File: src/sv/smx_pkg.sv
// Package: shared types and constants for the softmax normalize block
package smx_pkg;

    localparam int unsigned CNT_W = 24;
    localparam int unsigned QBITS = 27;   // 26 quotient bits plus one spare
    localparam logic [15:0] BF16_DEFAULT_NAN = 16'hFFC0;

    typedef enum logic [1:0] {
        t_ST_IDLE = 2'd0,
        t_ST_DIV  = 2'd1,
        t_ST_FIN  = 2'd2,
        t_ST_OUT  = 2'd3
    } t_state;

    typedef struct packed {
        logic load;
        logic step;
        logic finish;
        logic release_out;
    } t_cmd;

    typedef struct packed {
        logic div_done;
    } t_status;

endpackage

File: src/sv/smx_if.sv
// Interfaces: request and result channels
interface smx_in_if;
    logic        valid;
    logic        ready;
    logic [31:0] exponential_bits;
    logic [31:0] row_sum_bits;
    logic [31:0] segment_base;
    logic [23:0] row_start;
    logic        last_token;
    modport source (output valid, exponential_bits, row_sum_bits, segment_base,
                    row_start, last_token, input ready);
    modport sink (input valid, exponential_bits, row_sum_bits, segment_base,
                  row_start, last_token, output ready);
endinterface

interface smx_out_if;
    logic        valid;
    logic        ready;
    logic [15:0] probability_bf16;
    logic [31:0] store_offset;
    logic        row_done;
    modport source (output valid, probability_bf16, store_offset, row_done, input ready);
    modport sink (input valid, probability_bf16, store_offset, row_done, output ready);
endinterface

File: src/sv/smx_ctrl.sv
// Controller: sequences load, divide iterations, rounding and result release
module smx_ctrl
    import smx_pkg::*;
(
    input  logic    i_clk,
    input  logic    i_rst_n,
    input  logic    i_in_valid,
    output logic    o_in_ready,
    output logic    o_out_valid,
    input  logic    i_out_ready,
    input  t_status i_status,
    output t_cmd    o_cmd
);
    t_state r_state, n_state;

    always_ff @(posedge i_clk) begin
        if (!i_rst_n) begin
            r_state <= t_ST_IDLE;
        end else begin
            r_state <= n_state;
        end
    end

    always_comb begin
        n_state     = r_state;
        o_cmd       = '0;
        o_in_ready  = 1'b0;
        o_out_valid = 1'b0;
        unique case (r_state)
            t_ST_IDLE: begin
                o_in_ready = 1'b1;
                if (i_in_valid) begin
                    o_cmd.load = 1'b1;
                    n_state = t_ST_DIV;
                end
            end
            t_ST_DIV: begin
                o_cmd.step = 1'b1;
                if (i_status.div_done) n_state = t_ST_FIN;
            end
            t_ST_FIN: begin
                o_cmd.finish = 1'b1;
                n_state = t_ST_OUT;
            end
            t_ST_OUT: begin
                o_out_valid = 1'b1;
                if (i_out_ready) begin
                    o_cmd.release_out = 1'b1;
                    n_state = t_ST_IDLE;
                end
            end
            default: n_state = t_ST_IDLE;
        endcase
    end
endmodule

File: src/sv/smx_dp.sv
// Datapath: restoring FP32 divider, FP32 rounding, BF16 rounding, offset and counter
module smx_dp
    import smx_pkg::*;
(
    input  logic        i_clk,
    input  logic        i_rst_n,
    input  t_cmd        i_cmd,
    output t_status     o_status,
    input  logic [31:0] i_num,
    input  logic [31:0] i_den,
    input  logic [31:0] i_base,
    input  logic [23:0] i_row_start,
    input  logic        i_last,
    output logic [15:0] o_bf16,
    output logic [31:0] o_offset,
    output logic        o_row_done
);
    logic [CNT_W-1:0] r_cnt;
    logic [31:0]      r_offset;
    logic             r_row_done;
    logic [15:0]      r_bf16;
    logic             r_special;
    logic [15:0]      r_special_val;
    logic             r_sign;
    logic signed [10:0] r_exp;
    logic [24:0]      r_rem;
    logic [23:0]      r_dm;
    logic [QBITS-1:0] r_q;
    logic [4:0]       r_iter;

    // operand unpack with normalization of subnormals
    logic [7:0]  ne, de;
    logic [22:0] nf, df;
    logic        n_nan, d_nan, n_inf, d_inf, n_zero, d_zero;
    logic [23:0] nm, dm;
    logic [4:0]  nlz, dlz;
    logic signed [10:0] nexp, dexp;

    function automatic logic [4:0] lz24(input logic [23:0] v);
        logic [4:0] c;
        c = 5'd24;
        for (int i = 0; i < 24; i++) begin
            if (v[i]) c = 5'(23 - i);
        end
        return c;
    endfunction

    always_comb begin
        ne = i_num[30:23]; nf = i_num[22:0];
        de = i_den[30:23]; df = i_den[22:0];
        n_nan  = (ne == 8'hFF) && (nf != 23'd0);
        d_nan  = (de == 8'hFF) && (df != 23'd0);
        n_inf  = (ne == 8'hFF) && (nf == 23'd0);
        d_inf  = (de == 8'hFF) && (df == 23'd0);
        n_zero = (i_num[30:0] == 31'd0);
        d_zero = (i_den[30:0] == 31'd0);
        nm = {(ne != 8'd0), nf};
        dm = {(de != 8'd0), df};
        nlz = lz24(nm);
        dlz = lz24(dm);
        nexp = $signed({3'd0, (ne == 8'd0) ? 8'd1 : ne}) - $signed({6'd0, nlz});
        dexp = $signed({3'd0, (de == 8'd0) ? 8'd1 : de}) - $signed({6'd0, dlz});
    end

    logic [15:0] sp_val;
    logic        sp;
    logic        sgn;
    always_comb begin
        sgn = i_num[31] ^ i_den[31];
        sp = 1'b1;
        sp_val = 16'd0;
        priority if (n_nan) sp_val = i_num[31:16] | 16'h0040;
        else if (d_nan) sp_val = i_den[31:16] | 16'h0040;
        else if ((n_zero && d_zero) || (n_inf && d_inf)) sp_val = BF16_DEFAULT_NAN;
        else if (n_inf || d_zero) sp_val = {sgn, 15'h7F80};
        else if (n_zero || d_inf) sp_val = {sgn, 15'h0000};
        else sp = 1'b0;
    end

    // one quotient bit per step
    logic [24:0] sub;
    logic        ge;
    always_comb begin
        sub = r_rem - {1'b0, r_dm};
        ge  = (r_rem >= {1'b0, r_dm});
    end
    assign o_status.div_done = (r_iter == 5'(QBITS - 1));

    // final rounding: q has leading one at bit 26 or 25
    logic [QBITS-1:0] qn;
    logic signed [10:0] e;
    logic [23:0] mant;
    logic        grd, stk;
    logic [8:0]  shamt;
    logic [50:0] wide;
    logic [24:0] mr;
    logic [31:0] f32;
    logic [31:0] bsum;
    logic        sticky0;
    always_comb begin
        sticky0 = (r_rem != 25'd0);
        if (r_q[QBITS-1]) begin
            qn = r_q;
            e  = r_exp;
        end else begin
            qn = {r_q[QBITS-2:0], 1'b0};
            e  = r_exp - 11'sd1;
        end
        // normal: mantissa qn[26:3]; subnormal shift right by 1-e
        shamt = (e >= 11'sd1) ? 9'd0 : 9'(11'sd1 - e);
        if (shamt > 9'd26) shamt = 9'd26;
        wide = {qn, 24'd0} >> shamt;
        mant = wide[50:27];
        grd  = wide[26];
        stk  = (wide[25:0] != 26'd0) || sticky0 || (r_q[QBITS-1] ? 1'b0 : 1'b0);
        mr   = {1'b0, mant} + {24'd0, grd && (stk || mant[0])};
        f32  = 32'd0;
        if (e >= 11'sd255) begin
            f32 = {r_sign, 8'hFF, 23'd0};
        end else if (shamt != 9'd0) begin
            f32 = {r_sign, 7'd0, mr[23:0]};
        end else if (mr[24]) begin
            if (e + 11'sd1 >= 11'sd255) f32 = {r_sign, 8'hFF, 23'd0};
            else f32 = {r_sign, 8'(e + 11'sd1), 23'd0};
        end else begin
            f32 = {r_sign, e[7:0], mr[22:0]};
        end
        bsum = f32 + 32'h7FFF + {31'd0, f32[16]};
    end

    always_ff @(posedge i_clk) begin
        if (!i_rst_n) begin
            r_cnt  <= '0;
            r_iter <= '0;
        end else begin
            if (i_cmd.load) begin
                r_iter <= '0;
                r_cnt  <= i_last ? '0 : r_cnt + 1'b1;
            end else if (i_cmd.step) begin
                r_iter <= r_iter + 1'b1;
            end
        end
        if (i_cmd.load) begin
            r_offset      <= i_base + {6'd0, ({1'b0, i_row_start} + {1'b0, r_cnt}), 1'b0};
            r_row_done    <= i_last;
            r_special     <= sp;
            r_special_val <= sp_val;
            r_sign        <= sgn;
            r_exp         <= nexp - dexp + 11'sd127;
            r_rem         <= {1'b0, nm << nlz};
            r_dm          <= dm << dlz;
            r_q           <= '0;
        end else if (i_cmd.step) begin
            r_q   <= {r_q[QBITS-2:0], ge};
            r_rem <= (ge ? sub : r_rem) << 1;
        end
        if (i_cmd.finish) begin
            r_bf16 <= r_special ? r_special_val : bsum[31:16];
        end
    end

    assign o_bf16     = r_bf16;
    assign o_offset   = r_offset;
    assign o_row_done = r_row_done;
endmodule

File: src/sv/softmax_normalize_to_bf16.sv
// Top level: softmax normalization of one FP32 exponential to BF16
//  channel | dir | payload
//  i_req   | in  | exponential_bits, row_sum_bits, segment_base, row_start, last_token
//  o_res   | out | probability_bf16, store_offset, row_done
// A request passes in order through load, 27 divider steps, rounding and output.
// The restoring divider yields one quotient bit per cycle and sets the rate.
// Reset is synchronous, active low; it clears the token counter and controller.
// A stalled result holds the block; no request is taken until it leaves.
module softmax_normalize_to_bf16
    import smx_pkg::*;
(
    input  logic i_clk,
    input  logic i_rst_n,
    smx_in_if.sink    i_req,
    smx_out_if.source o_res
);
    t_cmd    w_cmd;
    t_status w_status;

    smx_ctrl u_ctrl (
        .i_clk      (i_clk),
        .i_rst_n    (i_rst_n),
        .i_in_valid (i_req.valid),
        .o_in_ready (i_req.ready),
        .o_out_valid(o_res.valid),
        .i_out_ready(o_res.ready),
        .i_status   (w_status),
        .o_cmd      (w_cmd)
    );

    smx_dp u_dp (
        .i_clk      (i_clk),
        .i_rst_n    (i_rst_n),
        .i_cmd      (w_cmd),
        .o_status   (w_status),
        .i_num      (i_req.exponential_bits),
        .i_den      (i_req.row_sum_bits),
        .i_base     (i_req.segment_base),
        .i_row_start(i_req.row_start),
        .i_last     (i_req.last_token),
        .o_bf16     (o_res.probability_bf16),
        .o_offset   (o_res.store_offset),
        .o_row_done (o_res.row_done)
    );
endmodule

File: src/flat_wrapper.sv
// flat-port wrapper written by rule: the top's interface ports become plain ports
module softmax_normalize_to_bf16_flat import smx_pkg::*;
  (i_clk, i_rst_n, i_req_valid, i_req_exponential_bits, i_req_row_sum_bits, i_req_segment_base, i_req_row_start, i_req_last_token, i_req_ready, o_res_valid, o_res_probability_bf16, o_res_store_offset, o_res_row_done, o_res_ready);
  smx_in_if i_req_i ();
  smx_out_if o_res_i ();
  input  logic i_clk;
  input  logic i_rst_n;
  input wire logic [$bits(i_req_i.valid)-1:0] i_req_valid;
  input wire logic [$bits(i_req_i.exponential_bits)-1:0] i_req_exponential_bits;
  input wire logic [$bits(i_req_i.row_sum_bits)-1:0] i_req_row_sum_bits;
  input wire logic [$bits(i_req_i.segment_base)-1:0] i_req_segment_base;
  input wire logic [$bits(i_req_i.row_start)-1:0] i_req_row_start;
  input wire logic [$bits(i_req_i.last_token)-1:0] i_req_last_token;
  output wire logic [$bits(i_req_i.ready)-1:0] i_req_ready;
  output wire logic [$bits(o_res_i.valid)-1:0] o_res_valid;
  output wire logic [$bits(o_res_i.probability_bf16)-1:0] o_res_probability_bf16;
  output wire logic [$bits(o_res_i.store_offset)-1:0] o_res_store_offset;
  output wire logic [$bits(o_res_i.row_done)-1:0] o_res_row_done;
  input wire logic [$bits(o_res_i.ready)-1:0] o_res_ready;
  assign i_req_i.valid = i_req_valid;
  assign i_req_i.exponential_bits = i_req_exponential_bits;
  assign i_req_i.row_sum_bits = i_req_row_sum_bits;
  assign i_req_i.segment_base = i_req_segment_base;
  assign i_req_i.row_start = i_req_row_start;
  assign i_req_i.last_token = i_req_last_token;
  assign i_req_ready = i_req_i.ready;
  assign o_res_valid = o_res_i.valid;
  assign o_res_probability_bf16 = o_res_i.probability_bf16;
  assign o_res_store_offset = o_res_i.store_offset;
  assign o_res_row_done = o_res_i.row_done;
  assign o_res_i.ready = o_res_ready;
  softmax_normalize_to_bf16 u_core (.i_clk(i_clk), .i_rst_n(i_rst_n), .i_req(i_req_i), .o_res(o_res_i));
endmodule
File: config.mk
export PLATFORM = sky130hd
export DESIGN_NAME = softmax_normalize_to_bf16_flat
export DESIGN_NICKNAME = d
export VERILOG_FILES = /design/src/sv/smx_pkg.sv /design/src/sv/smx_if.sv /design/src/sv/smx_ctrl.sv /design/src/sv/smx_dp.sv /design/src/sv/softmax_normalize_to_bf16.sv /design/src/flat_wrapper.sv
export SDC_FILE = /design/constraint.sdc
export NUM_CORES = 1
export LEC_CHECK = 0
export BUFFER_PORTS_ARGS = -buffer_cell sky130_fd_sc_hd__buf_2
export CAP_MARGIN = 20
export CORE_MARGIN = 8
export CORE_UTILIZATION = 40
export CTS_BUF_LIST = sky130_fd_sc_hd__clkbuf_8
export CTS_CLUSTER_DIAMETER = 80
export DETAILED_ROUTE_END_ITERATION = 7
export PLACE_DENSITY = 0.57
export REMOVE_ABC_BUFFERS = 1
export SLEW_MARGIN = 20
export SYNTH_ARGS = -nofsm -noshare
export SYNTH_HDL_FRONTEND = slang
export SYNTH_SLANG_ARGS = --single-unit
File: constraint.sdc
create_clock -name i_clk -period 6.2 [get_ports i_clk]
set_input_delay 0.62 -clock i_clk [delete_from_list [all_inputs] [get_ports i_clk]]
set_output_delay 0.62 -clock i_clk [all_outputs]
set_load 0.02 [all_outputs]
After elaboration in Yosys (flattened, before gate mapping)
Index checks and enable logic that the tools add are counted.

Shifts and indexed selects: 3. Add/subtract/negate cells: 15. Equality and inequality tests: 9. Mux-type cells: 79. Bitwise logic cells: 2. Magnitude comparators: 5. Reduce and logical (&&, ||, !) cells: 31.

Operators with widths (count): $mux W5 (41); $mux W31 (4); $mux W16 (6); $mux W24 (4); $logic_not A31 Y1 (2); $shr A51 B9 Y51 (1); $shl A24 B5 Y24 (2); $logic_not A23 Y1 (2); $reduce_bool A23 Y1 (2); $add A32 B1 Y32 (1); $add A32 B15 Y32 const B (1); $add A32 B26 Y32 (1); $mux W4 (7); $mux W27 (1); $reduce_bool A26 Y1 (1); $add A24 B1 Y25 (1); $add A24 B24 Y25 (1); $ge A25 B24 Y1 (1); $reduce_bool A25 Y1 (1); $add A24 B1 Y24 const B (1); $sub A24 B24 Y24 (1); $ge A11 B9 Y1 const B (2); $mux W9 (2); $sub A8 B5 Y9 (2); 31 further kinds (56).

Input bits: 125. Register bits after elaboration: 185. Output and inout bits: 51. Word-level logic and storage cells: 159.

Longest topological paths before layout
Depth after elaboration: 27. Depth in mapped cells: 35. Depth with buffers taken out: 33.

Hierarchy
From an unflattened synthesis, not the netlist that was laid out.

Cell total of the unflattened synthesis: 2287. Area total of the unflattened synthesis: 19090.8 µm².

By module, submodules not included: smx_dp (area each 18920.6 µm², sequential area each 4924.7 µm², cells an instance 2267, instances 1); smx_ctrl (area each 170.2 µm², sequential area each 40.0 µm², cells an instance 20, instances 1).

Worst setup path after synthesis
No wires, ideal clock.

Kind: register to register. Start point: register u_core.u_dp.r_exp[0]. End point: register u_core.u_dp.r_bf16[13] (netlist: u_core.u_dp.o_bf16[13]) (data pin). Data required time: 5.940 ns. Cell stages (with the launch flop): 31. Library setup time: 0.260 ns. Path slack: -0.650 ns. Arrival time: 6.589 ns. Buffers on the path: 4. Period minus slack after synthesis: 6.850 ns. Path through: edfxtp_1 buf_2 inv_1 ha_1 nand2b_1 and2_1 clkbuf_1 inv_1 ha_1 nand4b_1 nor4_1 a31o_2 buf_4 nand4_1 buf_2 o22ai_1 nor2_1 a221oi_1 o21ai_2 a221oi_1 nor2_1 ha_1 o31ai_1 or2_2 nor3_2 a211oi_1 o21ai_1 or3_1 nor3_2 nor3b_1 nor3_1.

Cells in the longest elaborated chain, start to end: 18. Elaborated cells on any way between the ends: 24. Those cells by class: add/sub: 6; order compare: 4; shift: 1; mux: 8; reduce/logical: 5.

RTL lines: start: declaration (line smx_dp.sv:25) `logic signed [10:0] r_exp;`; start signal: assignment (line smx_dp.sv:149) `r_exp <= nexp - dexp + 11'sd127;`; $sub A11 B2 Y11 (line smx_dp.sv:107) `e = r_exp - 11'sd1;`; $mux W11 (*) (line smx_dp.sv:102) `if (r_q[QBITS-1]) begin`; $sub A2 B9 Y9 or $ge A11 B2 Y1 (tied branches) (line smx_dp.sv:110) `shamt = (e >= 11'sd1) ? 9'd0 : 9'(11'sd1 - e);`; $mux W9 (line smx_dp.sv:110); $gt A9 B5 Y1 (line smx_dp.sv:111) `if (shamt > 9'd26) shamt = 9'd26;`; $mux W9 (line smx_dp.sv:111); $shr A51 B9 Y51 (line smx_dp.sv:112) `wide = {qn, 24'd0} >> shamt;`; $reduce_bool A26 Y1 (line smx_dp.sv:115) `stk = (wide[25:0] != 26'd0) || sticky0 || (r_q[QBITS-1] ? 1'b0 : 1'b0);`; (+2 left out); $logic_and A1 B1 Y1 (line smx_dp.sv:116) `mr = {1'b0, mant} + {24'd0, grd && (stk || mant[0])};`; $add A24 B1 Y25 (line smx_dp.sv:116); $mux W31 (line smx_dp.sv:122) `end else if (mr[24]) begin`; $mux W31 (line smx_dp.sv:120) `end else if (shamt != 9'd0) begin`; $mux W31 (*) (line smx_dp.sv:118) `if (e >= 11'sd255) begin`; $add A32 B15 Y32 (line smx_dp.sv:128) `bsum = f32 + 32'h7FFF + {31'd0, f32[16]};`; $add A32 B1 Y32 (*) (line smx_dp.sv:128); $mux W16 (*) (line smx_dp.sv:158) `r_bf16 <= r_special ? r_special_val : bsum[31:16];`; end signal: assignment (line smx_dp.sv:158); end: declaration (line smx_dp.sv:21) `logic [15:0] r_bf16;`.

Every way passes the cells marked *; elsewhere a longest branch is shown, timed or not. A chain may end at the register's enable or synchronous reset.

Worst setup path after layout
Start point: register u_core.u_dp.r_exp[1]. End point: register u_core.u_dp.r_bf16[13] (netlist: u_core.u_dp.o_bf16[13]) (data pin).

The elaborated chain is that of the path after synthesis.

==> summary.md <==
| Metric | Value |
|---|---|
| # H-tree levels | 4 |
| Final period util | 101% |
| TritonCTS clock tree | done |
| DRT Pass-1 Iters | 7 |
| Clk root buf | clkbuf_8 |
| Clock Skew | 18.6 ps |
| Clk slew on worst S/H paths | approximately 100 ps |
| Post-synthesis cell count | 2126 |
| Fill count | 4124 |
| Mean post-synth cell area | around 8.2 um2 |
| Vias per cell | ~5.7 |
| Worst EP arrival | approximately 6500 ps |
| Gp weighted congestion | approximately 0.95 |
| Row cnt | 76 |
| Largest net degree at the start of global routing | ~100 |
| Finished Core Util | a little over half |
| Core area | 43200 um2 |
| CTS Buf Count | 17 |
| Initial core utilization | roughly two fifths |
| HP Class | input pin to flip-flop |
| Critical Path Slowest Stage Cell | mux4_2 |
| Slowest stage delay, CP | 520 ps |
| Area delta synth->final | 29.5% |
| Worst setup path start | u_core.u_dp.r_exp[1]$_DFFE_PP_ |
| Die Span Y | approximately 230 um |
| WP data required | roughly 6500 ps |
| Post-synth EDFFs | ~130 |
| Power Density | between 300 and 400 nW/um2 |
| CTS sink cnt | ~190 |
| Setup crit end kind | flip-flop |
| Final net count | roughly 2800 |
| Max Cap Violations | 0 |
| First-pass GRT wire length | 92800 um |
| Met2 wire length | 27700 um |
| Max-slew violation count | 0 |
| Peak Freq | approximately 160 MHz |
| Final min period | 6260 ps |
| Residual DRC | 0 |
| Die W | roughly 230 um |
| Prevailing post-synth register cell | edfxtp_1 |
| FF-to-FF End | u_core.u_dp.o_bf16[13]$_DFFE_PP_ |
| Critical Path Fanout Max | 8 |
| WHS Endpoint | u_core.u_dp.o_offset[0]$_DFFE_PP_ |
| Overflow left after global routing | 0 |
| Final hold violation count | 0 |
| Worst Tran Pin Value | roughly 1100 ps |
| Drt total wl | about 60000 um |
| Reg2reg setup slack | -60 ps |
| Synth cell types | 100 |
| Critical path class | flip-flop to flip-flop |
| Tot GR Track Use | 22.7% |
| Cell area after layout | 22700 um2 |
| Ys Warns | 0 |
| Top cells by area, synth | edfxtp_1 22%, ha_1 7.8%, mux2i_1 7.3%, dfxtp_1 6.7%, nor2_1 5.7% |
| Synth top area share | between 20% and 30% |
| Ys async rst share | 0% |
| Clk Latency, worst-skew pair | roughly 540 ps |
| RSZ-0062 raised after global routing | true |
| FF+latch count, synth | about 190 |
| VDD IR-drop max | between 0.2 and 0.25 mV |
| Ports | between 150 and 200 |
| DP Area | roughly 21000 um2 |
| Worst Setup Slack, final | -62.5 ps |
| Worst Min Path Start | i_req_segment_base[0] |
| IO buf count | between 150 and 200 |
| Final setup viols | 3 |
| Final ANT Viol Nets | 0 |
| Worst hold path cell count | 1 |
| R2r worst-path depth | 30 |
| Startpoint type of the worst setup path | flip-flop |
| Placed cell count | between 3000 and 4000 |
| Slew margin rel. | about 29% |
| Mapped Area | roughly 18000 um2 |
| R2R Path Start | u_core.u_dp.r_exp[1]$_DFFE_PP_ |
| Top Metal Used | met5 |
| Leakage Power | between 9 and 10 nW |
| Status | finished with violations |
| Fin cells | roughly 3200 |
| Via Count | roughly 18000 |
| Initial DRC count | approximately 1400 |
| Met1 Wirelength | roughly 28000 um |
| Avg WL per Cell | 19.1 um |
| WL met3 | 3410 um |
| DP Wirelength | 47200 um |
| Layout cell share with drive strength beyond 1 | between 20% and 30% |
| Die area | ~51000 um2 |
| Synth area leader | edfxtp_1 |
| Failing checks | negative setup slack |
| Post-synthesis sequential area ratio | 28.4% |
| Post-CTS Hold Buffers | 0 |
| Clk buf depth | 2 |
| Initial antenna violation count | 11 |
| Vias in the first global route | approximately 17000 |
[power by group]
group	internal, mW	switching [mW]	total [mW]
sequential	1.76	0.210	1.97
clock	0.383	0.471	0.853
combinational	1.74	2.46	4.20
total	3.89	3.14	7.02
[worst max-delay path by stage]
stage                                                  end  slack [ps]  cells after the start
after global placement    u_core.u_dp.o_bf16[15]$_DFFE_PP_        -230                     26
after floorplan           u_core.u_dp.o_bf16[13]$_DFFE_PP_       -1140                     23
after global routing      u_core.u_dp.o_bf16[13]$_DFFE_PP_        -370                     29
after CTS                 u_core.u_dp.o_bf16[13]$_DFFE_PP_         -30                     28
final                     u_core.u_dp.o_bf16[13]$_DFFE_PP_         -60                     30
after detailed placement  u_core.u_dp.o_bf16[13]$_DFFE_PP_        -320                     30
[critical path, delay by kind of cell (launching register included)]
family | cells | cell delay, ps
adders and majority gates | 2 | 370
and+or+nand+nor | 9 | 1410
DFF | 1 | 390
muxes | 3 | 1110
buffers and inverters | 8 | 1040
AOI/OAI and AO/OA | 8 | 1640
[timing repair]
| item | CTS | global route |
|---|---|---|
| pin swaps | 6 | 66 |
| gates resized for setup | 24 | 172 |
| endpoints found under the hold margin | 0 | 0 |
| gates cloned | 0 | 6 |
| buffers inserted | 7 | 45 |
| endpoints found under the setup margin | 14 | 21 |
[metal layers]
layer / vias up / track usage [%]
met4: 12 / 6.12
met1: 8528 / 30.8
met5: - / 0
met2: 556 / 36.4
met3: 108 / 4.62
li1: 8760 / -
[layout make-up]
cell class	count	area, um2	share of cell area, %
antenna	5	12.5	0.0552
multi-input combinational	1741	12600	55.7
sequential	185	4960	21.9
clock buffer	19	262	1.15
inverter	112	425	1.88
timing repair buffer	498	3490	15.4
clock inverter	13	144	0.635
tap	585	732	3.23
[cells in the mapped netlist (32+ instances only)]
cell type	n
nor3_1	75
inv_1	110
edfxtp_1	126
o22ai_1	47
nand3_1	33
nand2_1	179
xor2_1	45
o21ai_0	80
a21oi_1	190
ha_1	109
xnor2_1	81
nand4_1	33
dfxtp_1	59
clkbuf_1	58
nor2_1	267
o21bai_1	40
nor4_1	32
mux2i_1	127
[through the flow]
stage	power, mW	setup WS [ps]	hold slack (ps)	TNS, ps
floorplan	4.39	-1140	463	-15920
finish	7.02	-62.5	272	-132
global route	7.50	-370	226	-3460
global placement	5.74	-227	489	-1680
CTS	6.71	-34.7	206	-58.7
detailed placement	5.79	-324	509	-2620
[state kept, by name, summed over array words and instances, names as in the netlist]
register / count
u_core.u_dp.r_rem: 25
u_core.u_dp.r_sign: 1
u_core.u_dp.r_special_val: 16
u_core.u_ctrl.r_state: 2
u_core.u_dp.r_special: 1
u_core.u_dp.r_q: 27
u_core.u_dp.o_bf16: 16
u_core.u_dp.r_exp: 11
u_core.u_dp.o_row_done: 1
u_core.u_dp.r_cnt: 24
u_core.u_dp.o_offset: 32
u_core.u_dp.r_dm: 24
u_core.u_dp.r_iter: 5
[layout by cell type, fill, tap and decap left out, drive strengths merged, types with 34 or more instances in the layout]
| master | Yosys | routed |
|---|---|---|
| xor2 | 45 | 45 |
| mux2i | 128 | 128 |
| ha | 109 | 109 |
| nand2 | 179 | 179 |
| buf | 30 | 494 |
| dfxtp | 59 | 59 |
| inv | 110 | 115 |
| edfxtp | 126 | 126 |
| nand4 | 34 | 34 |
| nor3 | 78 | 78 |
| nand3 | 35 | 35 |
| o21ai | 91 | 91 |
| xnor2 | 83 | 83 |
| nor4 | 35 | 35 |
| o21bai | 40 | 40 |
| o22ai | 48 | 48 |
| nor2 | 270 | 270 |
| a21oi | 193 | 193 |
[cells by family (layout without fill, tap and decap cells)]
family	after synthesis	in the layout	synth area share, %
XOR/XNOR	129	129	6.62
multiplexers	132	132	7.71
adder cells (fa/ha/maj)	115	115	8.48
AND/OR/NAND/NOR	766	766	21.2
AO/OA/AOI/OAI	599	599	23.0
flip-flops	185	185	28.4
other	0	5	0
buffers and inverters	200	642	4.62
No activity file was read; power rests on OpenSTA's default activity.
